**src/design/rbd_pkg.sv**
```systemverilog
// ----------------------------------------------------------------------------
// Rounded box distance package
// Shared widths, register indexes and transaction types for the rounded
// rectangle signed distance pipeline.
// ----------------------------------------------------------------------------
package rbd_pkg;

    localparam int COORD_BITS = 12;
    localparam int FRAC_BITS  = 4;
    localparam int DIST_W     = 19;

    // Register indexes on the configuration port.
    localparam int CFG_IDX_W = 3;
    localparam logic [CFG_IDX_W-1:0] REG_CENTER_X      = 3'd0;
    localparam logic [CFG_IDX_W-1:0] REG_CENTER_Y      = 3'd1;
    localparam logic [CFG_IDX_W-1:0] REG_HALF_WIDTH    = 3'd2;
    localparam logic [CFG_IDX_W-1:0] REG_HALF_HEIGHT   = 3'd3;
    localparam logic [CFG_IDX_W-1:0] REG_CORNER_RADIUS = 3'd4;

    // Derived datapath widths.
    localparam int HR_W   = COORD_BITS + 1;          // half extent minus radius, signed
    localparam int EXC_W  = COORD_BITS + 2;          // axis excess, signed
    localparam int POS_W  = COORD_BITS + 1;          // positive part of the excess
    localparam int SQ_W   = 2 * POS_W;
    localparam int SUM_W  = SQ_W + 1;
    localparam int RAD_W  = SUM_W + 2 * FRAC_BITS;   // scaled sum of squares
    localparam int ROOT_W = (RAD_W + 1) / 2;
    localparam int RAD_PAD_W = 2 * ROOT_W;
    localparam int REM_W  = ROOT_W + 3;
    localparam int SIDE_W = COORD_BITS + FRAC_BITS + 2;
    localparam int EXT_W  = ((ROOT_W + 1 > SIDE_W) ? ROOT_W + 1 : SIDE_W) + 1;
    localparam int SAT_W  = (EXT_W > DIST_W) ? EXT_W : DIST_W;

    // Four front stages, one stage per root bit, then the output register.
    localparam int LATENCY = 5 + ROOT_W;

    typedef struct packed {
        logic [COORD_BITS-1:0] point_x;
        logic [COORD_BITS-1:0] point_y;
    } t_point;

    typedef struct packed {
        logic signed [DIST_W-1:0] distance;
        logic                     inside_res;
    } t_result;

    // One slot of the square root pipeline.
    typedef struct packed {
        logic                     valid;
        logic [RAD_PAD_W-1:0]     rad;
        logic [REM_W-1:0]         rem;
        logic [ROOT_W-1:0]        root;
        logic signed [SIDE_W-1:0] side;
    } t_sq_slot;

endpackage

```
**src/design/rbd_front.sv**
```systemverilog
// ----------------------------------------------------------------------------
// Rounded box distance front end
// Four register stages: axis distances, axis excess, squares and the
// inner term, then the scaled sum that feeds the square root pipeline.
// ----------------------------------------------------------------------------
module rbd_front (
    input  logic                          i_clk,
    input  logic                          i_rst_n,
    input  logic                          i_valid,
    input  rbd_pkg::t_point               i_pt,
    input  logic [rbd_pkg::COORD_BITS-1:0] i_center_x,
    input  logic [rbd_pkg::COORD_BITS-1:0] i_center_y,
    input  logic [rbd_pkg::COORD_BITS-1:0] i_half_width,
    input  logic [rbd_pkg::COORD_BITS-1:0] i_half_height,
    input  logic [rbd_pkg::COORD_BITS-1:0] i_corner_radius,
    output rbd_pkg::t_sq_slot             o_slot
);
    import rbd_pkg::*;

    // Stage 1
    logic                         r_v1;
    logic [COORD_BITS-1:0]        r_absx, r_absy, r_rad1;
    logic signed [HR_W-1:0]       r_hrx, r_hry;
    // Stage 2
    logic                         r_v2;
    logic signed [EXC_W-1:0]      r_dx, r_dy;
    logic [COORD_BITS-1:0]        r_rad2;
    // Stage 3
    logic                         r_v3;
    logic [SQ_W-1:0]              r_sqx, r_sqy;
    logic signed [SIDE_W-1:0]     r_side3;
    // Stage 4
    logic                         r_v4;
    logic [RAD_PAD_W-1:0]         r_rad4;
    logic signed [SIDE_W-1:0]     r_side4;

    logic [COORD_BITS-1:0]        n_absx, n_absy;
    logic signed [HR_W-1:0]       n_hrx, n_hry;
    logic signed [EXC_W-1:0]      n_dx, n_dy, n_m;
    logic [POS_W-1:0]             n_posx, n_posy;
    logic signed [SIDE_W-1:0]     n_inner, n_side;
    logic [SUM_W-1:0]             n_sum;

    always_comb begin
        n_absx = (i_center_x >= i_pt.point_x) ? i_center_x - i_pt.point_x
                                              : i_pt.point_x - i_center_x;
        n_absy = (i_center_y >= i_pt.point_y) ? i_center_y - i_pt.point_y
                                              : i_pt.point_y - i_center_y;
        n_hrx = $signed({1'b0, i_half_width})  - $signed({1'b0, i_corner_radius});
        n_hry = $signed({1'b0, i_half_height}) - $signed({1'b0, i_corner_radius});
    end

    always_comb begin
        n_dx = $signed({2'b00, r_absx}) - EXC_W'(r_hrx);
        n_dy = $signed({2'b00, r_absy}) - EXC_W'(r_hry);
    end

    always_comb begin
        n_posx = (r_dx > 0) ? r_dx[POS_W-1:0] : '0;
        n_posy = (r_dy > 0) ? r_dy[POS_W-1:0] : '0;
        n_m    = (r_dx > r_dy) ? r_dx : r_dy;
        // Only a point inside both straight parts gets the inner term.
        n_inner = (n_m < 0) ? (SIDE_W'(n_m) <<< FRAC_BITS) : '0;
        n_side  = n_inner - ($signed({2'b00, r_rad2, FRAC_BITS'(0)}));
    end

    always_comb begin
        n_sum = SUM_W'(r_sqx) + SUM_W'(r_sqy);
    end

    always_ff @(posedge i_clk) begin
        if (!i_rst_n) begin
            r_v1 <= 1'b0;
            r_v2 <= 1'b0;
            r_v3 <= 1'b0;
            r_v4 <= 1'b0;
        end else begin
            r_v1 <= i_valid;
            r_v2 <= r_v1;
            r_v3 <= r_v2;
            r_v4 <= r_v3;
        end
    end

    always_ff @(posedge i_clk) begin
        r_absx  <= n_absx;
        r_absy  <= n_absy;
        r_hrx   <= n_hrx;
        r_hry   <= n_hry;
        r_rad1  <= i_corner_radius;
        r_dx    <= n_dx;
        r_dy    <= n_dy;
        r_rad2  <= r_rad1;
        r_sqx   <= n_posx * n_posx;
        r_sqy   <= n_posy * n_posy;
        r_side3 <= n_side;
        r_rad4  <= RAD_PAD_W'({n_sum, (2 * FRAC_BITS)'(0)});
        r_side4 <= r_side3;
    end

    always_comb begin
        o_slot.valid = r_v4;
        o_slot.rad   = r_rad4;
        o_slot.rem   = '0;
        o_slot.root  = '0;
        o_slot.side  = r_side4;
    end

endmodule

```
**src/design/rbd_sqrt_step.sv**
```systemverilog
// ----------------------------------------------------------------------------
// Rounded box distance root step
// One registered step of the restoring square root: brings down two
// radicand bits and decides one root bit.
// ----------------------------------------------------------------------------
module rbd_sqrt_step (
    input  logic              i_clk,
    input  logic              i_rst_n,
    input  rbd_pkg::t_sq_slot i_slot,
    output rbd_pkg::t_sq_slot o_slot
);
    import rbd_pkg::*;

    logic                 r_valid;
    t_sq_slot             r_slot;
    logic [REM_W-1:0]     n_cat, n_trial;
    logic                 n_take;
    t_sq_slot             n_slot;

    always_comb begin
        n_cat   = {i_slot.rem[REM_W-3:0], i_slot.rad[RAD_PAD_W-1 -: 2]};
        n_trial = REM_W'({i_slot.root, 2'b01});
        n_take  = (n_cat >= n_trial);
        n_slot        = i_slot;
        n_slot.rad    = {i_slot.rad[RAD_PAD_W-3:0], 2'b00};
        n_slot.rem    = n_take ? n_cat - n_trial : n_cat;
        n_slot.root   = {i_slot.root[ROOT_W-2:0], n_take};
    end

    always_ff @(posedge i_clk) begin
        if (!i_rst_n) begin
            r_valid <= 1'b0;
        end else begin
            r_valid <= i_slot.valid;
        end
    end

    always_ff @(posedge i_clk) begin
        r_slot <= n_slot;
    end

    always_comb begin
        o_slot       = r_slot;
        o_slot.valid = r_valid;
    end

endmodule

```
**src/design/rbd_sqrt.sv**
```systemverilog
// ----------------------------------------------------------------------------
// Rounded box distance square root pipeline
// A chain of root steps, one per result bit, giving the floor square
// root of the scaled sum with the inner term carried alongside.
// ----------------------------------------------------------------------------
module rbd_sqrt (
    input  logic              i_clk,
    input  logic              i_rst_n,
    input  rbd_pkg::t_sq_slot i_slot,
    output rbd_pkg::t_sq_slot o_slot
);
    import rbd_pkg::*;

    t_sq_slot chain [ROOT_W+1];

    assign chain[0] = i_slot;

    for (genvar g = 0; g < ROOT_W; g++) begin : g_step
        rbd_sqrt_step u_step (
            .i_clk   (i_clk),
            .i_rst_n (i_rst_n),
            .i_slot  (chain[g]),
            .o_slot  (chain[g+1])
        );
    end

    assign o_slot = chain[ROOT_W];

endmodule

```
**src/design/rounded_box_distance_unit.sv**
```systemverilog
// ----------------------------------------------------------------------------
// Rounded box distance unit
// Signed distance from a point to a configured rounded rectangle, in
// 1/16 pixel, with a flag for points on or inside the shape.
// ----------------------------------------------------------------------------
// Channel   Direction  Handshake                 Payload
// point     in         i_start, o_busy           i_pt (t_point)
// result    out        o_done strobe             o_res (t_result)
// config    in         i_cfg_we                  i_cfg_idx, i_cfg_data
//
// A point is taken in every cycle; o_busy stays low.
// Each result passes through four front stages, one stage per root bit
// (18), and the output register after its point is taken.
// Synchronous reset clears the configuration registers and all valid bits in flight.
// The receiver cannot stall, so the pipeline always advances.
// ----------------------------------------------------------------------------
module rounded_box_distance_unit (
    input  logic                           i_clk,
    input  logic                           i_rst_n,
    input  logic                           i_start,
    output logic                           o_busy,
    input  rbd_pkg::t_point                i_pt,
    output logic                           o_done,
    output rbd_pkg::t_result               o_res,
    input  logic                           i_cfg_we,
    input  logic [rbd_pkg::CFG_IDX_W-1:0]  i_cfg_idx,
    input  logic [rbd_pkg::COORD_BITS-1:0] i_cfg_data
);
    import rbd_pkg::*;

    logic [COORD_BITS-1:0] r_center_x, r_center_y;
    logic [COORD_BITS-1:0] r_half_width, r_half_height, r_corner_radius;
    logic                  r_done;
    t_result               r_res;

    t_sq_slot                front_slot, root_slot;
    logic signed [SAT_W-1:0] n_sum, n_sat;

    localparam logic signed [SAT_W-1:0] SAT_MAX = SAT_W'((2 ** (DIST_W - 1)) - 1);
    localparam logic signed [SAT_W-1:0] SAT_MIN = -SAT_MAX - SAT_W'(1);

    assign o_busy = 1'b0;

    always_ff @(posedge i_clk) begin
        if (!i_rst_n) begin
            r_center_x      <= '0;
            r_center_y      <= '0;
            r_half_width    <= '0;
            r_half_height   <= '0;
            r_corner_radius <= '0;
        end else if (i_cfg_we) begin
            case (i_cfg_idx)
                REG_CENTER_X:      r_center_x      <= i_cfg_data;
                REG_CENTER_Y:      r_center_y      <= i_cfg_data;
                REG_HALF_WIDTH:    r_half_width    <= i_cfg_data;
                REG_HALF_HEIGHT:   r_half_height   <= i_cfg_data;
                REG_CORNER_RADIUS: r_corner_radius <= i_cfg_data;
                default: ;
            endcase
        end
    end

    rbd_front u_front (
        .i_clk           (i_clk),
        .i_rst_n         (i_rst_n),
        .i_valid         (i_start && !o_busy),
        .i_pt            (i_pt),
        .i_center_x      (r_center_x),
        .i_center_y      (r_center_y),
        .i_half_width    (r_half_width),
        .i_half_height   (r_half_height),
        .i_corner_radius (r_corner_radius),
        .o_slot          (front_slot)
    );

    rbd_sqrt u_sqrt (
        .i_clk   (i_clk),
        .i_rst_n (i_rst_n),
        .i_slot  (front_slot),
        .o_slot  (root_slot)
    );

    always_comb begin
        n_sum = $signed(SAT_W'({1'b0, root_slot.root})) + SAT_W'(root_slot.side);
        if (n_sum > SAT_MAX) begin
            n_sat = SAT_MAX;
        end else if (n_sum < SAT_MIN) begin
            n_sat = SAT_MIN;
        end else begin
            n_sat = n_sum;
        end
    end

    always_ff @(posedge i_clk) begin
        if (!i_rst_n) begin
            r_done <= 1'b0;
        end else begin
            r_done <= root_slot.valid;
        end
    end

    always_ff @(posedge i_clk) begin
        r_res.distance   <= n_sat[DIST_W-1:0];
        r_res.inside_res <= (n_sat <= 0);
    end

    assign o_done = r_done;
    assign o_res  = r_res;

endmodule

```
**config.mk**
```make
export PLATFORM = sky130hd
export DESIGN_NAME = rounded_box_distance_unit
export DESIGN_NICKNAME = d
export VERILOG_FILES = /design/src/design/rbd_pkg.sv /design/src/design/rbd_front.sv /design/src/design/rbd_sqrt_step.sv /design/src/design/rbd_sqrt.sv /design/src/design/rounded_box_distance_unit.sv
export SDC_FILE = /design/constraint.sdc
export NUM_CORES = 2
export LEC_CHECK = 0
export BUFFER_PORTS_ARGS = -buffer_cell sky130_fd_sc_hd__buf_2
export CAP_MARGIN = 20
export CORE_MARGIN = 4
export CORE_UTILIZATION = 30
export CTS_BUF_LIST = sky130_fd_sc_hd__clkbuf_2 sky130_fd_sc_hd__clkbuf_4 sky130_fd_sc_hd__clkbuf_8
export DETAILED_ROUTE_END_ITERATION = 16
export GPL_ROUTABILITY_DRIVEN = 0
export PLACE_DENSITY_LB_ADDON = 0.1
export SYNTH_ARGS = -nofsm -noshare
export SYNTH_HDL_FRONTEND = slang
export SYNTH_SLANG_ARGS = --single-unit
export TNS_END_PERCENT = 1
```
**constraint.sdc**
```tcl
create_clock -name i_clk -period 6.9 [get_ports i_clk]
set_clock_uncertainty 0.1 [all_clocks]
set_input_delay 0.345 -clock i_clk [delete_from_list [all_inputs] [get_ports i_clk]]
set_output_delay 0.345 -clock i_clk [all_outputs]
set_load 0.02 [all_outputs]
```
**After elaboration in Yosys (flattened, before gate mapping)**

Index checks and enable logic that the tools add are counted.
Widths: inputs -> output; s select.

- Register bits after elaboration: 1,303
- Input port bits: 43
- Output and inout port bits: 22
- Logic and storage cells: 205

- $add $sub $neg: 28
- Multiply operators: 2
- $lt $le $gt $ge: 27
- Equality and inequality tests: 4
- Muxes and demuxes: 25
- Reductions and logical operators: 6

Operator list:

| kind | number |
|---|---|
| $mux 19 | 16 |
| $mul 13x13->26 | 2 |
| $sub 12x12->12 | 4 |
| $mux 20 | 2 |
| $gt 14x1->1 const B | 2 |
| $sub 13x13->14 | 2 |
| $add 26x26->27 | 1 |
| $mux 13 | 2 |
| $sub 12x12->13 | 2 |
| $ge 12x12->1 | 2 |
| $mux 12 | 2 |
| $ge 21x10->1 | 1 |
| $ge 21x11->1 | 1 |
| $ge 21x12->1 | 1 |
| $ge 21x13->1 | 1 |
| $ge 21x14->1 | 1 |
| $ge 21x15->1 | 1 |
| $ge 21x16->1 | 1 |
| $ge 21x17->1 | 1 |
| $ge 21x18->1 | 1 |
| $ge 21x19->1 | 1 |
| $ge 21x3->1 | 1 |
| $ge 21x4->1 | 1 |
| $ge 21x5->1 | 1 |
| 37 further kinds | 42 |

**Longest topological paths before layout**

- Depth after elaboration: 5
- Gate-level depth with buffers: 27
- Mapped depth without buffers: 25

**Modules after synthesis**

A second synthesis with hierarchy kept.

- Cells, all modules: 8,184
- Area, all modules: 81,811.0 µm²

By module, submodules not included:

| module | instances | cells each | area each (µm²) | seq. area each (µm²) |
|---|---|---|---|---|
| rbd_sqrt_step | 18 | 303 | 3,203.1 | 1,841.8 |
| rbd_front | 1 | 2,274 | 20,203.1 | 4,224.1 |
| rounded_box_distance_unit | 1 | 456 | 3,952.5 | 1,621.6 |

**Least setup slack after synthesis**

No wires, ideal clock.

- Path type: register -> register
- Start: register u_front.r_dy[11]
- End: register u_front.r_sqy[18]
- Setup time: 0.072 ns
- Data arrival time: 6.236 ns
- Data required time: 6.728 ns
- Setup slack: 0.492 ns
- Stages on the path, launching flop included: 27
- Path buffers: 2
- Cells stage by stage: dfxtp_1 -> clkbuf_1 -> or4_1 -> nor4_1 -> a41oi_1 -> and2_1 -> clkbuf_1 -> inv_1 -> nor2_1 -> fa_1 -> inv_1 -> fa_1 -> inv_1 -> fa_1 -> inv_1 -> fa_1 -> fa_1 -> inv_1 -> ha_1 -> nand4_1 -> a21oi_1 -> a211oi_1 -> o211ai_1 -> a211o_1 -> a31o_2 -> a21oi_1 -> xnor2_1

- Word-level cells in the longest chain between the ends: 3

Ends and longest elaborated chain:

| element | RTL line | source |
|---|---|---|
| start, declared | rbd_front.sv:26 | `logic signed [EXC_W-1:0] r_dx, r_dy;` |
| start signal, assigned | rbd_front.sv:92 | `r_dy <= n_dy;` |
| $gt 14x1->1 | rbd_front.sv:60 | `n_posy = (r_dy > 0) ? r_dy[POS_W-1:0] : '0;` |
| $mux 13 * | rbd_front.sv:60 |  |
| $mul 13x13->26 * | rbd_front.sv:95 | `r_sqy <= n_posy * n_posy;` |
| end signal, assigned | rbd_front.sv:95 |  |
| end, declared | rbd_front.sv:30 | `logic [SQ_W-1:0] r_sqx, r_sqy;` |

Mark *: on every way between the ends. The rest lies on a longest branch, timed or not.
A chain may end at the register's enable or synchronous reset.

**Final worst setup path**

Ends and elaborated chain as after synthesis.

==> insert_results.sql <==
INSERT INTO impl_metrics (metric_group, metric, value, unit) VALUES
('grt', 'grt_first_pass_wirelength', '186000', 'um'),
('layout', 'finish.net_count', '6413', ''),
('yosys', 'synth_top_area_frac', '0.452', ''),
('grt', 'globalRouteMet2Util', '0.211', ''),
('routing', 'wl_per_cell', '13.8', 'um'),
('floorplanning', 'core-area', '177000', 'sq um'),
('critical_path', 'timing.critical_path.arrival', '7200', 'ps'),
('clocking', 'cts_tree', 'done', ''),
('floorplanning', 'chipWidth', '430', 'um'),
('grt', 'grt.total_usage', '0.123', ''),
('timing', 'setup-tns-final', '0', 'ps'),
('yosys', 'synth_compound_area_frac', '0.110', ''),
('clocking', 'cts_buffers', '208', ''),
('critical_path', 'timing.setup.critical_path_class', 'flop to flop', ''),
('floorplanning', 'dieArea', '185000', 'sq um'),
('yosys', 'synth_sequential_area_ratio', '0.452', ''),
('floorplanning', 'std_cell_rows', '154', ''),
('outcome', 'status', 'completed', ''),
('critical_path', 'cp.required', '7610', 'ps'),
('critical_path', 'start_kind', 'flop', ''),
('routing', 'antenna_violating_nets_post_route', '0', ''),
('yosys', 'yosysWarnings', '0', ''),
('layout', 'layout.core_utilization', '0.351', ''),
('grt', 'busiest_layer', 'met2', ''),
('clocking', 'worstSkewPairLatency', '890', 'ps'),
('floorplanning', 'ioPinCount', '65', ''),
('layout', 'multi_input_area', '26000', 'sq um'),
('clocking', 'h_tree_levels', '4', ''),
('floorplanning', 'initial_utilization', '0.303', ''),
('layout', 'layout_commonest_cell', 'sky130_fd_sc_hd__dfxtp_1', ''),
('yosys', 'mappedNetlistArea', '53500', 'sq um'),
('routing', 'detail_route.iter0.violations', '1265', ''),
('yosys', 'postSynthCellCount', '5422', ''),
('routing', 'drt_pre_antenna_iters', '7', ''),
('yosys', 'largest_family_of_logic_cells_by_synthesized_area', 'adder cells', ''),
('timing', 'slew_worst_pin', '952', 'ps'),
('grt', 'grt_use_met3', '0.0239', ''),
('layout', 'ff_latch_area', '24200', 'sq um'),
('timing', 'slew-limit-headroom', '0.356', ''),
('floorplanning', 'chipHeight', '430', 'um'),
('layout', 'post_route_cells_drive_above_1_share', '0.0976', ''),
('grt', 'grt_antenna_before_repair', '2', ''),
('timing', 'post-route-period-util', '0.942', ''),
('yosys', 'number_of_flops_mapped_to_enable_cells_by_yosys', '0', ''),
('routing', 'postRouteWirelength', '113000', 'um'),
('grt', 'globalRouteMet1Util', '0.155', ''),
('routing', 'route.vias.total', '35500', ''),
('yosys', 'ys_top_cells_by_area', 'sky130_fd_sc_hd__dfxtp_1, sky130_fd_sc_hd__ha_1, sky130_fd_sc_hd__fa_1', ''),
('grt', 'first_global_vias', '36700', ''),
('yosys', 'synth-async-reset-ratio', '0', ''),
('timing', 'fin_hold_viols', '0', ''),
('clocking', 'root_buffer', 'sky130_fd_sc_hd__clkbuf_8', ''),
('clocking', 'clkTransAtPathRegs', '60', 'ps'),
('yosys', 'synthAdderAreaFrac', '0.188', ''),
('placement', 'buffer_ports.inserted', '63', ''),
('critical_path', 'critPathMaxFanout', '8', ''),
('timing', 'finalMaxSlewViolations', '0', ''),
('timing', 'timing.final.setup_violations', '0', ''),
('routing', 'vias_per_cell', '4.33', ''),
('routing', 'drc_violation_count_after_routing', '0', ''),
('critical_path', 'setup.worst_path.end_class', 'flop', ''),
('grt', 'grt_max_degree', '84', ''),
('clocking', 'clkSinkCount', '1209', ''),
('layout', 'syn_to_final_growth', '15.9', '%'),
('layout', 'leading_cell_types_in_the_layout_fill_and_taps_excluded', 'sky130_fd_sc_hd__dfxtp_1, sky130_fd_sc_hd__inv_1, sky130_fd_sc_hd__ha_1', ''),
('yosys', 'synth.lib_cells_used.distinct', '86', ''),
('min_path', 'holdCritPathClass', 'input port to flop', ''),
('timing', 'finalCriticalPeriod', '6500', 'ps'),
('run', 'max_cap_violations', '0', ''),
('timing', 'timing.fmax', '0.154', 'GHz'),
('clocking', 'post_cts_setup_bufs', '0', '');
==> cell families (layout without fill, tap and decap cells) <==
| family | count (synthesis) | in the layout |
|---|---|---|
| flops | 1209 | 1209 |
| buf+inv | 876 | 1311 |
| simple gates | 1343 | 1343 |
| compound gates | 920 | 920 |
| xor+xnor | 339 | 339 |
| other cells | 1 | 6 |
| mux | 56 | 56 |
| fa+ha+maj | 678 | 678 |
==> worst max-delay path, cell delays in order (launching register included) <==
cell and delay, ps:
sky130_fd_sc_hd__dfxtp_1 380, sky130_fd_sc_hd__or4_1 570, sky130_fd_sc_hd__nor4_2 150, sky130_fd_sc_hd__a41oi_1 170
sky130_fd_sc_hd__and2_1 230, sky130_fd_sc_hd__inv_2 90, sky130_fd_sc_hd__nor2_1 80, sky130_fd_sc_hd__fa_1 530
sky130_fd_sc_hd__inv_1 60, sky130_fd_sc_hd__fa_1 530, sky130_fd_sc_hd__inv_1 50, sky130_fd_sc_hd__fa_1 500
sky130_fd_sc_hd__inv_1 50, sky130_fd_sc_hd__fa_1 460, sky130_fd_sc_hd__fa_1 540, sky130_fd_sc_hd__inv_1 40
sky130_fd_sc_hd__ha_1 360, sky130_fd_sc_hd__nand4_1 120, sky130_fd_sc_hd__a21oi_1 40, sky130_fd_sc_hd__a211oi_1 210
sky130_fd_sc_hd__buf_4 180, sky130_fd_sc_hd__o211ai_1 120, sky130_fd_sc_hd__a211o_1 330, sky130_fd_sc_hd__a31o_2 240
sky130_fd_sc_hd__a21oi_1 170, sky130_fd_sc_hd__xnor2_1 130
==> what timing repair did <==
item | 4_1_cts | 5_1_grt
resized for setup | 0 | 5
hold buffers | 60 | 0
setup endpoints to repair | 0 | 3
hold endpoints to repair | 85 | 0
==> cells in the mapped netlist (8+ instances only) <==
library cell               number
sky130_fd_sc_hd__dfxtp_1     1209
sky130_fd_sc_hd__inv_1        766
sky130_fd_sc_hd__ha_1         468
sky130_fd_sc_hd__nand2_1      449
sky130_fd_sc_hd__nor2_1       280
sky130_fd_sc_hd__a21oi_1      228
sky130_fd_sc_hd__o21ai_0      225
sky130_fd_sc_hd__xnor2_1      216
sky130_fd_sc_hd__fa_1         210
sky130_fd_sc_hd__nor3_1       139
sky130_fd_sc_hd__xor2_1       123
sky130_fd_sc_hd__clkbuf_1      90
sky130_fd_sc_hd__a21boi_0      85
sky130_fd_sc_hd__nand3_1       84
sky130_fd_sc_hd__a21o_1        79
sky130_fd_sc_hd__and2_1        65
sky130_fd_sc_hd__nor2b_1       64
sky130_fd_sc_hd__o21a_1        63
sky130_fd_sc_hd__or3_1         39
sky130_fd_sc_hd__and3_1        36
sky130_fd_sc_hd__o31ai_1       36
sky130_fd_sc_hd__mux2_2        35
sky130_fd_sc_hd__nor4_1        34
sky130_fd_sc_hd__a211oi_1      31
sky130_fd_sc_hd__nand2b_1      31
sky130_fd_sc_hd__nand4_1       30
sky130_fd_sc_hd__o21bai_1      30
sky130_fd_sc_hd__or2_2         25
sky130_fd_sc_hd__mux2i_1       19
sky130_fd_sc_hd__a31oi_1       18
sky130_fd_sc_hd__o211ai_1      18
sky130_fd_sc_hd__a41oi_1       13
sky130_fd_sc_hd__nand3b_1      12
sky130_fd_sc_hd__or4_1         12
sky130_fd_sc_hd__buf_2         11
sky130_fd_sc_hd__nand4b_1      10
sky130_fd_sc_hd__a211o_1        9
sky130_fd_sc_hd__a31o_2         8
sky130_fd_sc_hd__nor3b_1        8
==> per-stage QoR <==
stage | setup slack (ps) | hold WS [ps] | std cells
floorplan | 492 | 210 | 5423
global placement | 332 | 210 | 7760
detailed placement | 300 | 212 | 7760
CTS | 305 | 38.0 | 8196
global route | 29.5 | 93.5 | 8201
finish | 403 | 148 | 8202
==> registers in the layout, indices dropped and copies added, names as in the netlist, 13 cells and up <==
name	count
o_res	20
u_sqrt.g_step.u_step.o_slot	899
u_front.r_sqy	25
u_sqrt.g_step.u_step.r_valid	18
u_front.r_hry	13
u_front.r_hrx	13
u_front.r_side4	14
u_front.r_rad4	27
u_front.r_dx	14
u_front.r_sqx	25
u_front.r_side3	14
u_front.r_dy	14
==> worst paths after layout <==
kind	slack [ps]	from	endpoint	depth (start not counted)
max	400	u_front.r_dy[11]$_DFF_P_	u_front.r_sqy[18]$_DFF_P_	25
min	150	i_cfg_we	r_center_y[4]$_SDFFE_PN0P_	6
max reg2reg	400	u_front.r_dy[11]$_DFF_P_	u_front.r_sqy[18]$_DFF_P_	25
min reg2reg	200	u_sqrt.g_step[4].u_step.o_slot[20]$_DFF_P_	u_sqrt.g_step[5].u_step.o_slot[21]$_DFF_P_	0
==> final cells by class <==
| type | count | share of cell area |
|---|---|---|
| clock inverter | 40 | 0.00767 |
| sequential | 1209 | 0.390 |
| tap | 2340 | 0.0472 |
| antenna | 4 | 0.000161 |
| timing repair buffer | 166 | 0.0203 |
| multi-input combinational | 3338 | 0.420 |
| clock buffer | 336 | 0.0679 |
| inverter | 769 | 0.0466 |
==> metal layers <==
| metal | wire [um] | part of all wire |
|---|---|---|
| met1 | 53000 | 0.47 |
| met2 | 53300 | 0.47 |
| met3 | 4130 | 0.037 |
| met4 | 2530 | 0.022 |
| met5 | 0 | 0 |
Power is left out: the tool's default activity adds up to more than one toggle a clock period on the data nets, which glitch-free logic cannot reach.
